### config.mk
export PLATFORM = sky130hd
export DESIGN_NAME = scalar_kalman_filter_core
export DESIGN_NICKNAME = d
export VERILOG_FILES = /design/src/sv/skf_pkg.sv /design/src/sv/skf_front.sv /design/src/sv/skf_queue.sv /design/src/sv/skf_back.sv /design/src/sv/scalar_kalman_filter_core.sv
export SDC_FILE = /design/constraint.sdc
export NUM_CORES = 2
export LEC_CHECK = 0
export ABC_AREA = 1
export BUFFER_PORTS_ARGS = -buffer_cell sky130_fd_sc_hd__buf_2
export CAP_MARGIN = 20
export CORE_MARGIN = 3
export CORE_UTILIZATION = 25
export DETAILED_ROUTE_END_ITERATION = 8
export PLACE_DENSITY_LB_ADDON = 0.25
export SLEW_MARGIN = 40
export SYNTH_ARGS = -nofsm -noshare
export SYNTH_HDL_FRONTEND = slang
export SYNTH_SLANG_ARGS = --single-unit
### constraint.sdc
create_clock -name clk -period 12.4 [get_ports clk]
set_clock_uncertainty 0.05 [all_clocks]
set_input_delay 3.72 -clock clk [delete_from_list [all_inputs] [get_ports clk]]
set_output_delay 3.72 -clock clk [all_outputs]
set_load 0.02 [all_outputs]
### src/sv/skf_pkg.sv
`default_nettype none

package skf_pkg;

  localparam int SAMPLE_WIDTH = 16;
  localparam int FRAC_BITS    = 20;

  localparam int EST_WIDTH  = 32;
  localparam int EST_FRAC   = 16;
  localparam int REG_WIDTH  = 24;
  localparam int GAIN_WIDTH = FRAC_BITS + 1;
  localparam int VAR_WIDTH  = FRAC_BITS + 6;
  localparam int DEN_WIDTH  = ((VAR_WIDTH > REG_WIDTH) ? VAR_WIDTH : REG_WIDTH) + 1;

  localparam int ONE_INT       = 1 << FRAC_BITS;
  localparam int Q_DEFAULT_INT = (ONE_INT + 50) / 100;
  localparam int R_DEFAULT_INT = (ONE_INT + 5) / 10;

  localparam logic [REG_WIDTH-1:0] Q_DEFAULT = REG_WIDTH'(Q_DEFAULT_INT);
  localparam logic [REG_WIDTH-1:0] R_DEFAULT = REG_WIDTH'(R_DEFAULT_INT);

  localparam int QUEUE_DEPTH = 2;
  localparam int QUEUE_AW    = $clog2(QUEUE_DEPTH);

  localparam logic [0:0] REG_PROCESS_NOISE     = 1'b0;
  localparam logic [0:0] REG_MEASUREMENT_NOISE = 1'b1;

  typedef struct packed {
    logic signed [EST_WIDTH-1:0] z;
    logic                        restart;
  } item_t;

  typedef struct packed {
    logic                 en;
    logic [0:0]           index;
    logic [REG_WIDTH-1:0] data;
  } cfg_write_t;

endpackage

`default_nettype wire

### src/sv/skf_front.sv
`default_nettype none

module skf_front (
  input  wire logic                                    in_valid,
  output logic                                         in_stall,
  input  wire logic signed [skf_pkg::SAMPLE_WIDTH-1:0] sample,
  input  wire logic                                    restart,
  input  wire logic                                    queue_full,
  output logic                                         push,
  output skf_pkg::item_t                               push_item
);

  localparam int SW  = skf_pkg::SAMPLE_WIDTH;
  localparam int SXW = SW + 17;
  localparam int EW  = skf_pkg::EST_WIDTH;
  localparam int EF  = skf_pkg::EST_FRAC;

  localparam logic signed [SXW-1:0] S_HI = {{(SXW-EW+EF+1){1'b0}}, {(EW-EF-1){1'b1}}};
  localparam logic signed [SXW-1:0] S_LO = {{(SXW-EW+EF+1){1'b1}}, {(EW-EF-1){1'b0}}};
  localparam logic signed [EW-1:0]  Z_MAX = {1'b0, {(EW-1){1'b1}}};
  localparam logic signed [EW-1:0]  Z_MIN = {1'b1, {(EW-1){1'b0}}};

  logic signed [SXW-1:0] s_ext;
  logic signed [EW-1:0]  z;

  assign s_ext = {{17{sample[SW-1]}}, sample};

  // scale to Q16.16 with clamp to the 32-bit range
  always_comb begin
    if (s_ext > S_HI) begin
      z = Z_MAX;
    end else if (s_ext < S_LO) begin
      z = Z_MIN;
    end else begin
      z = {s_ext[EW-EF-1:0], {EF{1'b0}}};
    end
  end

  assign in_stall          = queue_full;
  assign push              = in_valid && !queue_full;
  assign push_item.z       = z;
  assign push_item.restart = restart;

endmodule

`default_nettype wire

### src/sv/skf_queue.sv
`default_nettype none

module skf_queue (
  input  wire logic           clk,
  input  wire logic           rst,
  input  wire logic           push,
  input  wire skf_pkg::item_t push_item,
  output logic                full,
  input  wire logic           pop,
  output skf_pkg::item_t      pop_item,
  output logic                valid
);

  localparam int D  = skf_pkg::QUEUE_DEPTH;
  localparam int AW = skf_pkg::QUEUE_AW;

  skf_pkg::item_t entries [D];
  logic [AW-1:0]  wr_ptr;
  logic [AW-1:0]  rd_ptr;
  logic [AW:0]    count;
  logic           do_push;
  logic           do_pop;

  assign full     = (count == (AW+1)'(D));
  assign valid    = (count != '0);
  assign pop_item = entries[rd_ptr];
  assign do_push  = push && !full;
  assign do_pop   = pop && valid;

  always_ff @(posedge clk) begin
    if (do_push) begin
      entries[wr_ptr] <= push_item;
    end
  end

  always_ff @(posedge clk) begin
    if (rst) begin
      wr_ptr <= '0;
      rd_ptr <= '0;
      count  <= '0;
    end else begin
      if (do_push) begin
        wr_ptr <= (wr_ptr == AW'(D-1)) ? '0 : wr_ptr + AW'(1);
      end
      if (do_pop) begin
        rd_ptr <= (rd_ptr == AW'(D-1)) ? '0 : rd_ptr + AW'(1);
      end
      if (do_push && !do_pop) begin
        count <= count + (AW+1)'(1);
      end else if (do_pop && !do_push) begin
        count <= count - (AW+1)'(1);
      end
    end
  end

  a_count_bound: assert property (@(posedge clk) disable iff (rst)
    count <= (AW+1)'(D))
    else $error("queue count beyond depth");

  a_empty_ptrs: assert property (@(posedge clk) disable iff (rst)
    !valid |-> (wr_ptr == rd_ptr))
    else $error("empty queue with unequal pointers");

endmodule

`default_nettype wire

### src/sv/skf_back.sv
`default_nettype none

module skf_back (
  input  wire logic                                    clk,
  input  wire logic                                    rst,
  input  wire skf_pkg::cfg_write_t                     cfg,
  input  wire logic                                    queue_valid,
  input  wire skf_pkg::item_t                          queue_item,
  output logic                                         pop,
  output logic                                         out_valid,
  input  wire logic                                    out_stall,
  output logic signed [skf_pkg::EST_WIDTH-1:0]         estimate,
  output logic        [skf_pkg::GAIN_WIDTH-1:0]        gain
);

  localparam int F   = skf_pkg::FRAC_BITS;
  localparam int EW  = skf_pkg::EST_WIDTH;
  localparam int VW  = skf_pkg::VAR_WIDTH;
  localparam int DW  = skf_pkg::DEN_WIDTH;
  localparam int RW  = skf_pkg::REG_WIDTH;
  localparam int DFW = EW + 1;
  localparam int XW  = EW + 3;
  localparam int CW  = $clog2(F);

  localparam logic [VW-1:0]        VAR_MAX = '1;
  localparam logic [VW-1:0]        VAR_ONE = VW'(skf_pkg::ONE_INT);
  localparam logic [F:0]           K_ONE   = (F+1)'(skf_pkg::ONE_INT);
  localparam logic signed [XW-1:0] X_MAX   = {{(XW-EW+1){1'b0}}, {(EW-1){1'b1}}};
  localparam logic signed [XW-1:0] X_MIN   = {{(XW-EW+1){1'b1}}, {(EW-1){1'b0}}};

  typedef enum logic [5:0] {
    ST_IDLE = 6'b000001,
    ST_PRED = 6'b000010,
    ST_DIV  = 6'b000100,
    ST_MUL  = 6'b001000,
    ST_UPD  = 6'b010000,
    ST_DONE = 6'b100000
  } state_t;

  state_t                 state;
  logic [RW-1:0]          q_noise;
  logic [RW-1:0]          r_noise;
  logic signed [EW-1:0]   est;
  logic [VW-1:0]          err_var;
  logic                   seeded;
  logic signed [EW-1:0]   z;
  logic [VW-1:0]          p1;
  logic [DW-1:0]          den;
  logic [DW-1:0]          rem;
  logic [F-1:0]           quo;
  logic [CW-1:0]          cnt;
  logic [DFW+F-1:0]       prod_e;
  logic                   neg;
  logic [VW+F:0]          prod_v;

  logic [DW-1:0]          pred_sum;
  logic [VW-1:0]          p1_sat;
  logic [DW-1:0]          den_sum;
  logic [DW:0]            rem2;
  logic                   rem_ge;
  logic signed [DFW-1:0]  diff;
  logic [DFW-1:0]         mag;
  logic [F:0]             omk;
  logic [DFW+F:0]         dsum;
  logic [EW+1:0]          dmag;
  logic signed [XW-1:0]   xsum;
  logic signed [EW-1:0]   est_new;
  logic                   out_free;
  logic                   load_out;

  // predict with clamp, then divisor
  assign pred_sum = DW'(err_var) + DW'(q_noise);
  assign p1_sat   = (pred_sum > DW'(VAR_MAX)) ? VAR_MAX : pred_sum[VW-1:0];
  assign den_sum  = DW'(p1_sat) + DW'(r_noise);

  // restoring divider step
  assign rem2   = {rem, 1'b0};
  assign rem_ge = (rem2 >= {1'b0, den});

  assign diff = {z[EW-1], z} - {est[EW-1], est};
  assign mag  = diff[DFW-1] ? DFW'(-diff) : DFW'(diff);
  assign omk  = K_ONE - {1'b0, quo};

  // negative corrections round toward minus infinity
  assign dsum = {1'b0, prod_e} + (neg ? (DFW+F+1)'(K_ONE - (F+1)'(1)) : '0);
  assign dmag = dsum[F +: EW+2];
  assign xsum = {{(XW-EW){est[EW-1]}}, est}
              + (neg ? -$signed({1'b0, dmag}) : $signed({1'b0, dmag}));

  always_comb begin
    if (xsum > X_MAX) begin
      est_new = {1'b0, {(EW-1){1'b1}}};
    end else if (xsum < X_MIN) begin
      est_new = {1'b1, {(EW-1){1'b0}}};
    end else begin
      est_new = xsum[EW-1:0];
    end
  end

  assign pop      = (state == ST_IDLE) && queue_valid;
  assign out_free = !out_valid || !out_stall;
  assign load_out = (state == ST_DONE) && out_free;

  always_ff @(posedge clk) begin
    if (rst) begin
      state     <= ST_IDLE;
      q_noise   <= skf_pkg::Q_DEFAULT;
      r_noise   <= skf_pkg::R_DEFAULT;
      est       <= '0;
      err_var   <= VAR_ONE;
      seeded    <= 1'b0;
      out_valid <= 1'b0;
    end else begin
      if (cfg.en) begin
        unique case (cfg.index)
          skf_pkg::REG_PROCESS_NOISE: begin
            q_noise <= cfg.data;
          end
          skf_pkg::REG_MEASUREMENT_NOISE: begin
            r_noise <= (cfg.data == '0) ? skf_pkg::R_DEFAULT : cfg.data;
          end
          default: begin
          end
        endcase
      end
      if (load_out) begin
        out_valid <= 1'b1;
      end else if (out_valid && !out_stall) begin
        out_valid <= 1'b0;
      end
      unique case (state)
        ST_IDLE: begin
          if (queue_valid) begin
            z <= queue_item.z;
            if (queue_item.restart || !seeded) begin
              est     <= queue_item.z;
              err_var <= VAR_ONE;
              seeded  <= 1'b1;
            end
            state <= ST_PRED;
          end
        end
        ST_PRED: begin
          p1    <= p1_sat;
          den   <= den_sum;
          rem   <= DW'(p1_sat);
          quo   <= '0;
          cnt   <= '0;
          state <= ST_DIV;
        end
        ST_DIV: begin
          rem <= rem_ge ? DW'(rem2 - {1'b0, den}) : DW'(rem2);
          quo <= {quo[F-2:0], rem_ge};
          cnt <= cnt + CW'(1);
          if (cnt == CW'(F-1)) begin
            state <= ST_MUL;
          end
        end
        ST_MUL: begin
          prod_e <= {{F{1'b0}}, mag} * {{DFW{1'b0}}, quo};
          neg    <= diff[DFW-1];
          prod_v <= {{(F+1){1'b0}}, p1} * {{VW{1'b0}}, omk};
          state  <= ST_UPD;
        end
        ST_UPD: begin
          est     <= est_new;
          err_var <= prod_v[F +: VW];
          state   <= ST_DONE;
        end
        ST_DONE: begin
          if (out_free) begin
            estimate  <= est;
            gain      <= {1'b0, quo};
            state     <= ST_IDLE;
          end
        end
        default: begin
          state <= ST_IDLE;
        end
      endcase
    end
  end

  a_gain_below_one: assert property (@(posedge clk) disable iff (rst)
    out_valid |-> (gain < K_ONE))
    else $error("gain reached one");

  a_div_rem: assert property (@(posedge clk) disable iff (rst)
    (state == ST_DIV) |-> (rem < den))
    else $error("divider remainder not below divisor");

  a_done_loads: assert property (@(posedge clk) disable iff (rst)
    ((state == ST_DONE) && out_free) |=> (out_valid && (state == ST_IDLE)))
    else $error("result not loaded on completion");

endmodule

`default_nettype wire

### src/sv/scalar_kalman_filter_core.sv
// Scalar random-walk Kalman filter. Each transfer on the input side carries one signed
// sensor sample (and a restart flag that reseeds the filter from that sample); each
// transfer on the output side carries the Q16.16 estimate after that sample and the
// Q1.20 gain used. Samples are scaled and clamped on entry and held in a two-entry queue,
// so the input keeps accepting while the filter works, until the queue is full. A sample
// passes through queue pop, predict, the restoring divider (one gain bit per cycle), a
// multiply step and an update step, then the output register load, which waits while
// the output stalls. q and r are to be written through the configuration port only while
// the block is idle; the block does not enforce it. A zero write of r stores 0.1 instead.
`default_nettype none

module scalar_kalman_filter_core (
  input  wire logic                                    clk,
  input  wire logic                                    rst,
  input  wire logic                                    cfg_write_en,
  input  wire logic [0:0]                              cfg_index,
  input  wire logic [skf_pkg::REG_WIDTH-1:0]           cfg_data,
  input  wire logic                                    in_valid,
  output logic                                         in_stall,
  input  wire logic signed [skf_pkg::SAMPLE_WIDTH-1:0] sample,
  input  wire logic                                    restart,
  output logic                                         out_valid,
  input  wire logic                                    out_stall,
  output logic signed [skf_pkg::EST_WIDTH-1:0]         estimate,
  output logic        [skf_pkg::GAIN_WIDTH-1:0]        gain
);

  skf_pkg::item_t     push_item;
  skf_pkg::item_t     pop_item;
  skf_pkg::cfg_write_t cfg;
  logic               push;
  logic               pop;
  logic               queue_full;
  logic               queue_valid;

  assign cfg.en    = cfg_write_en;
  assign cfg.index = cfg_index;
  assign cfg.data  = cfg_data;

  skf_front u_front (
    .in_valid   (in_valid),
    .in_stall   (in_stall),
    .sample     (sample),
    .restart    (restart),
    .queue_full (queue_full),
    .push       (push),
    .push_item  (push_item)
  );

  skf_queue u_queue (
    .clk       (clk),
    .rst       (rst),
    .push      (push),
    .push_item (push_item),
    .full      (queue_full),
    .pop       (pop),
    .pop_item  (pop_item),
    .valid     (queue_valid)
  );

  skf_back u_back (
    .clk         (clk),
    .rst         (rst),
    .cfg         (cfg),
    .queue_valid (queue_valid),
    .queue_item  (pop_item),
    .pop         (pop),
    .out_valid   (out_valid),
    .out_stall   (out_stall),
    .estimate    (estimate),
    .gain        (gain)
  );

endmodule

`default_nettype wire

==> key figures <==
Outcome
  – Status: finished, final reports clean

Final layout
  – Layout area overhead: 9.734%
  – Final nets: 9718
  – Most common cell after layout, fill and taps aside: nand2_1
  – Commonest non-fill, non-tap cells in the layout: 1713 x nand2_1, 1706 x inv_1, 1010 x fa_1
  – Layout cells sized above 1: 0.05469
  – Filler Cells Inserted: 27990

Logic synthesis
  – Netlist cell types: 71
  – Cells taking the most area after synthesis: fa_1 31%, edfxtp_1 13%, nand2_1 9.9%
  – Cell accounting for the most synthesized area: fa_1
  – Synth Register Bits: 409
  – EDFF count, synth: 290
  – Synth top area share: 0.3104
  – Synth Instances: 8206
  – Avg Synthesized Cell Area: 7.937 um^2
  – Cell Area, Synth: 65130 um^2
  – Sequential fraction of the synthesis area: 0.1703
  – Yosys warning total: 0
  – Asr flop ratio synth: 0
  – Top FF cell, synth: edfxtp_1

Critical path
  – Worst setup SP type: register
  – CP endpoint kind: register
  – Slowest CP cell: clkinv_1
  – CP dominant cell by count: inv_1
  – WP data required: 12.75 ns
  – Crit path kind: register to register
  – Crit path DAT: 11.90 ns
  – Critical Path Max Stage Delay: 0.76 ns
  – CP max FO: 16

Timing
  – Final hold violations: 0
  – RSZ-0062 raised after global routing: no
  – Least-Margin Pin Slew: 0.8699 ns
  – Rel. slew slack: 0.4201
  – Max Freq: 86.56 MHz
  – Period utilization: 0.9317
  – Max Slew Vio Count: 0
  – Setup TNS: 0 ns
  – Min Tclk post-route: 11.55 ns
  – Final setup viols: 0

Clocking
  – Num CTS Buffers: 52
  – H-tree Lvls: 2
  – Clock root buffer: clkbuf_16
  – Clock Sinks: 409
  – TritonCTS clock tree: yes
  – Post-cts hold buffer count: 0
  – Post-cts resize count: 0
  – Max clock buf depth: 3
  – Clock Pin Slew Worst Setup and Hold Paths: 0.07 ns
  – Post-CTS Setup Inserts: 0
  – Later-pin clock latency in the skew report: 0.71 ns

Die
  – Starting density of the core: 0.2524
  – IO Pins: 102
  – Horiz. Die Dim: 516.4 um
  – Die area: 266700 um^2
  – Die height: 516.4 um
  – Core Area: 258100 um^2
  – Row Count: 186

Global routing
  – Antenna violations before repair: 3
  – Global-route wire length before repair: 355700 um
  – Vias in the first global route: 55960
  – Aggregate global-route resource usage: 0.1753
  – GRT overflow: 0
  – Largest net degree at the start of global routing: 62

Drt
  – Routed Antenna Nets: 0
  – DRC: 0
  – Drt pass-1 iters: 5
  – Iter 0 DRT Violations: 3711
  – Detailed-route wire length per cell: 20.21 um
  – Vias per cell: 4.630
  – DR vias: 53760
  – Routed Wire Length: 234700 um

Placed design
  – Detail Placement HPWL: 191300 um
  – Input/output buffers: 100
  – Final RePlAce weighted congestion: 0.9431

Worst hold path
  – Hold Path Class: register to register

Run
  – Max Cap Violations: 0
## worst max-delay path, delay by kind of cell (launching register included)
family	cells	cell delay, ns
buffers and inverters	10	1.41
and+or+nand+nor	13	2.52
xor gates and xnor gates	2	0.70
AOI/OAI and AO/OA	5	1.31
DFF	1	0.72
adders and majority gates	10	4.54
## flip-flops by register name (all words and copies together) (netlist names), 27 cells and up, named ones only
signal / cells
u_back.den: 27
u_queue.entries: 36
u_back.est: 32
u_back.estimate: 32
u_back.rem: 27
u_back.prod_e: 53
## synth_stat cells, types with 119 or more instances
| library cell | count |
|---|---|
| xor2_1 | 141 |
| edfxtp_1 | 290 |
| ha_1 | 477 |
| nor2_1 | 901 |
| dfxtp_1 | 119 |
| clkbuf_1 | 224 |
| nand3_1 | 330 |
| inv_1 | 1710 |
| o21ai_0 | 252 |
| a21oi_1 | 399 |
| nand2_1 | 1716 |
| fa_1 | 1010 |
## layout make-up
cell class,count,area (um^2),share of cell area
multi-input cells,5771,46390,0.6491
well taps,3384,4234,0.05924
clock buffers,63,1384,0.01936
inverters,1742,6541,0.09152
clock inverters,35,459.2,0.006425
flip-flops and latches,409,11090,0.1552
diodes,1,2.502,0.00003501
repair buffers,208,1369,0.01915
## per-stage QoR
| step | hold WS (ns) | cell area, um^2 | worst slack, ns | cells | utilization |
|---|---|---|---|---|---|
| floorplan | 0.3706 | 65140 | 2.115 | 8208 | - |
| global placement | 0.3883 | 69480 | 0.7867 | 11510 | 0.2692 |
| detailed placement | 0.3919 | 69610 | 0.7763 | 11510 | 0.2697 |
| CTS | 0.4055 | 71450 | 0.7496 | 11610 | 0.2768 |
| global route | 0.4152 | 71470 | 0.1433 | 11610 | 0.2769 |
| finish | 0.4050 | 71470 | 0.8471 | 11610 | 0.2769 |
## layer usage
metal,part of all wire,global-route usage,vias to the layer above
met5,0,0,-
met4,0.029,0.04501,0
met3,0.050,0.01920,297
met2,0.48,0.2976,1528
met1,0.44,0.2367,26880
li1,-,-,25060
## logic make-up (layout without fill, tap and decap cells)
logic type	count (synthesis)	after routing	share of synthesized area
flops	409	409	0.1703
xor+xnor	247	247	0.03454
simple gates	3186	3186	0.2010
compound gates	848	848	0.07315
buf+inv	2028	2048	0.1188
other cells	1	4	0.00005758
fa+ha+maj	1487	1487	0.4021
## path summary, 6_finish.rpt
path / startpoint / end / slack, ns / depth (start not counted)
setup / recovery: u_back.z[15] / u_back.prod_e[48] / 0.85 / 40
hold / removal: u_back.quo[14] / u_back.gain[14] / 0.41 / 0
setup reg to reg: u_back.z[15] / u_back.prod_e[48] / 0.85 / 40
hold reg to reg: u_back.quo[14] / u_back.gain[14] / 0.41 / 0
Power is not shown: default switching activity piles up to over one toggle a cycle in this logic, so the estimate is an artifact.
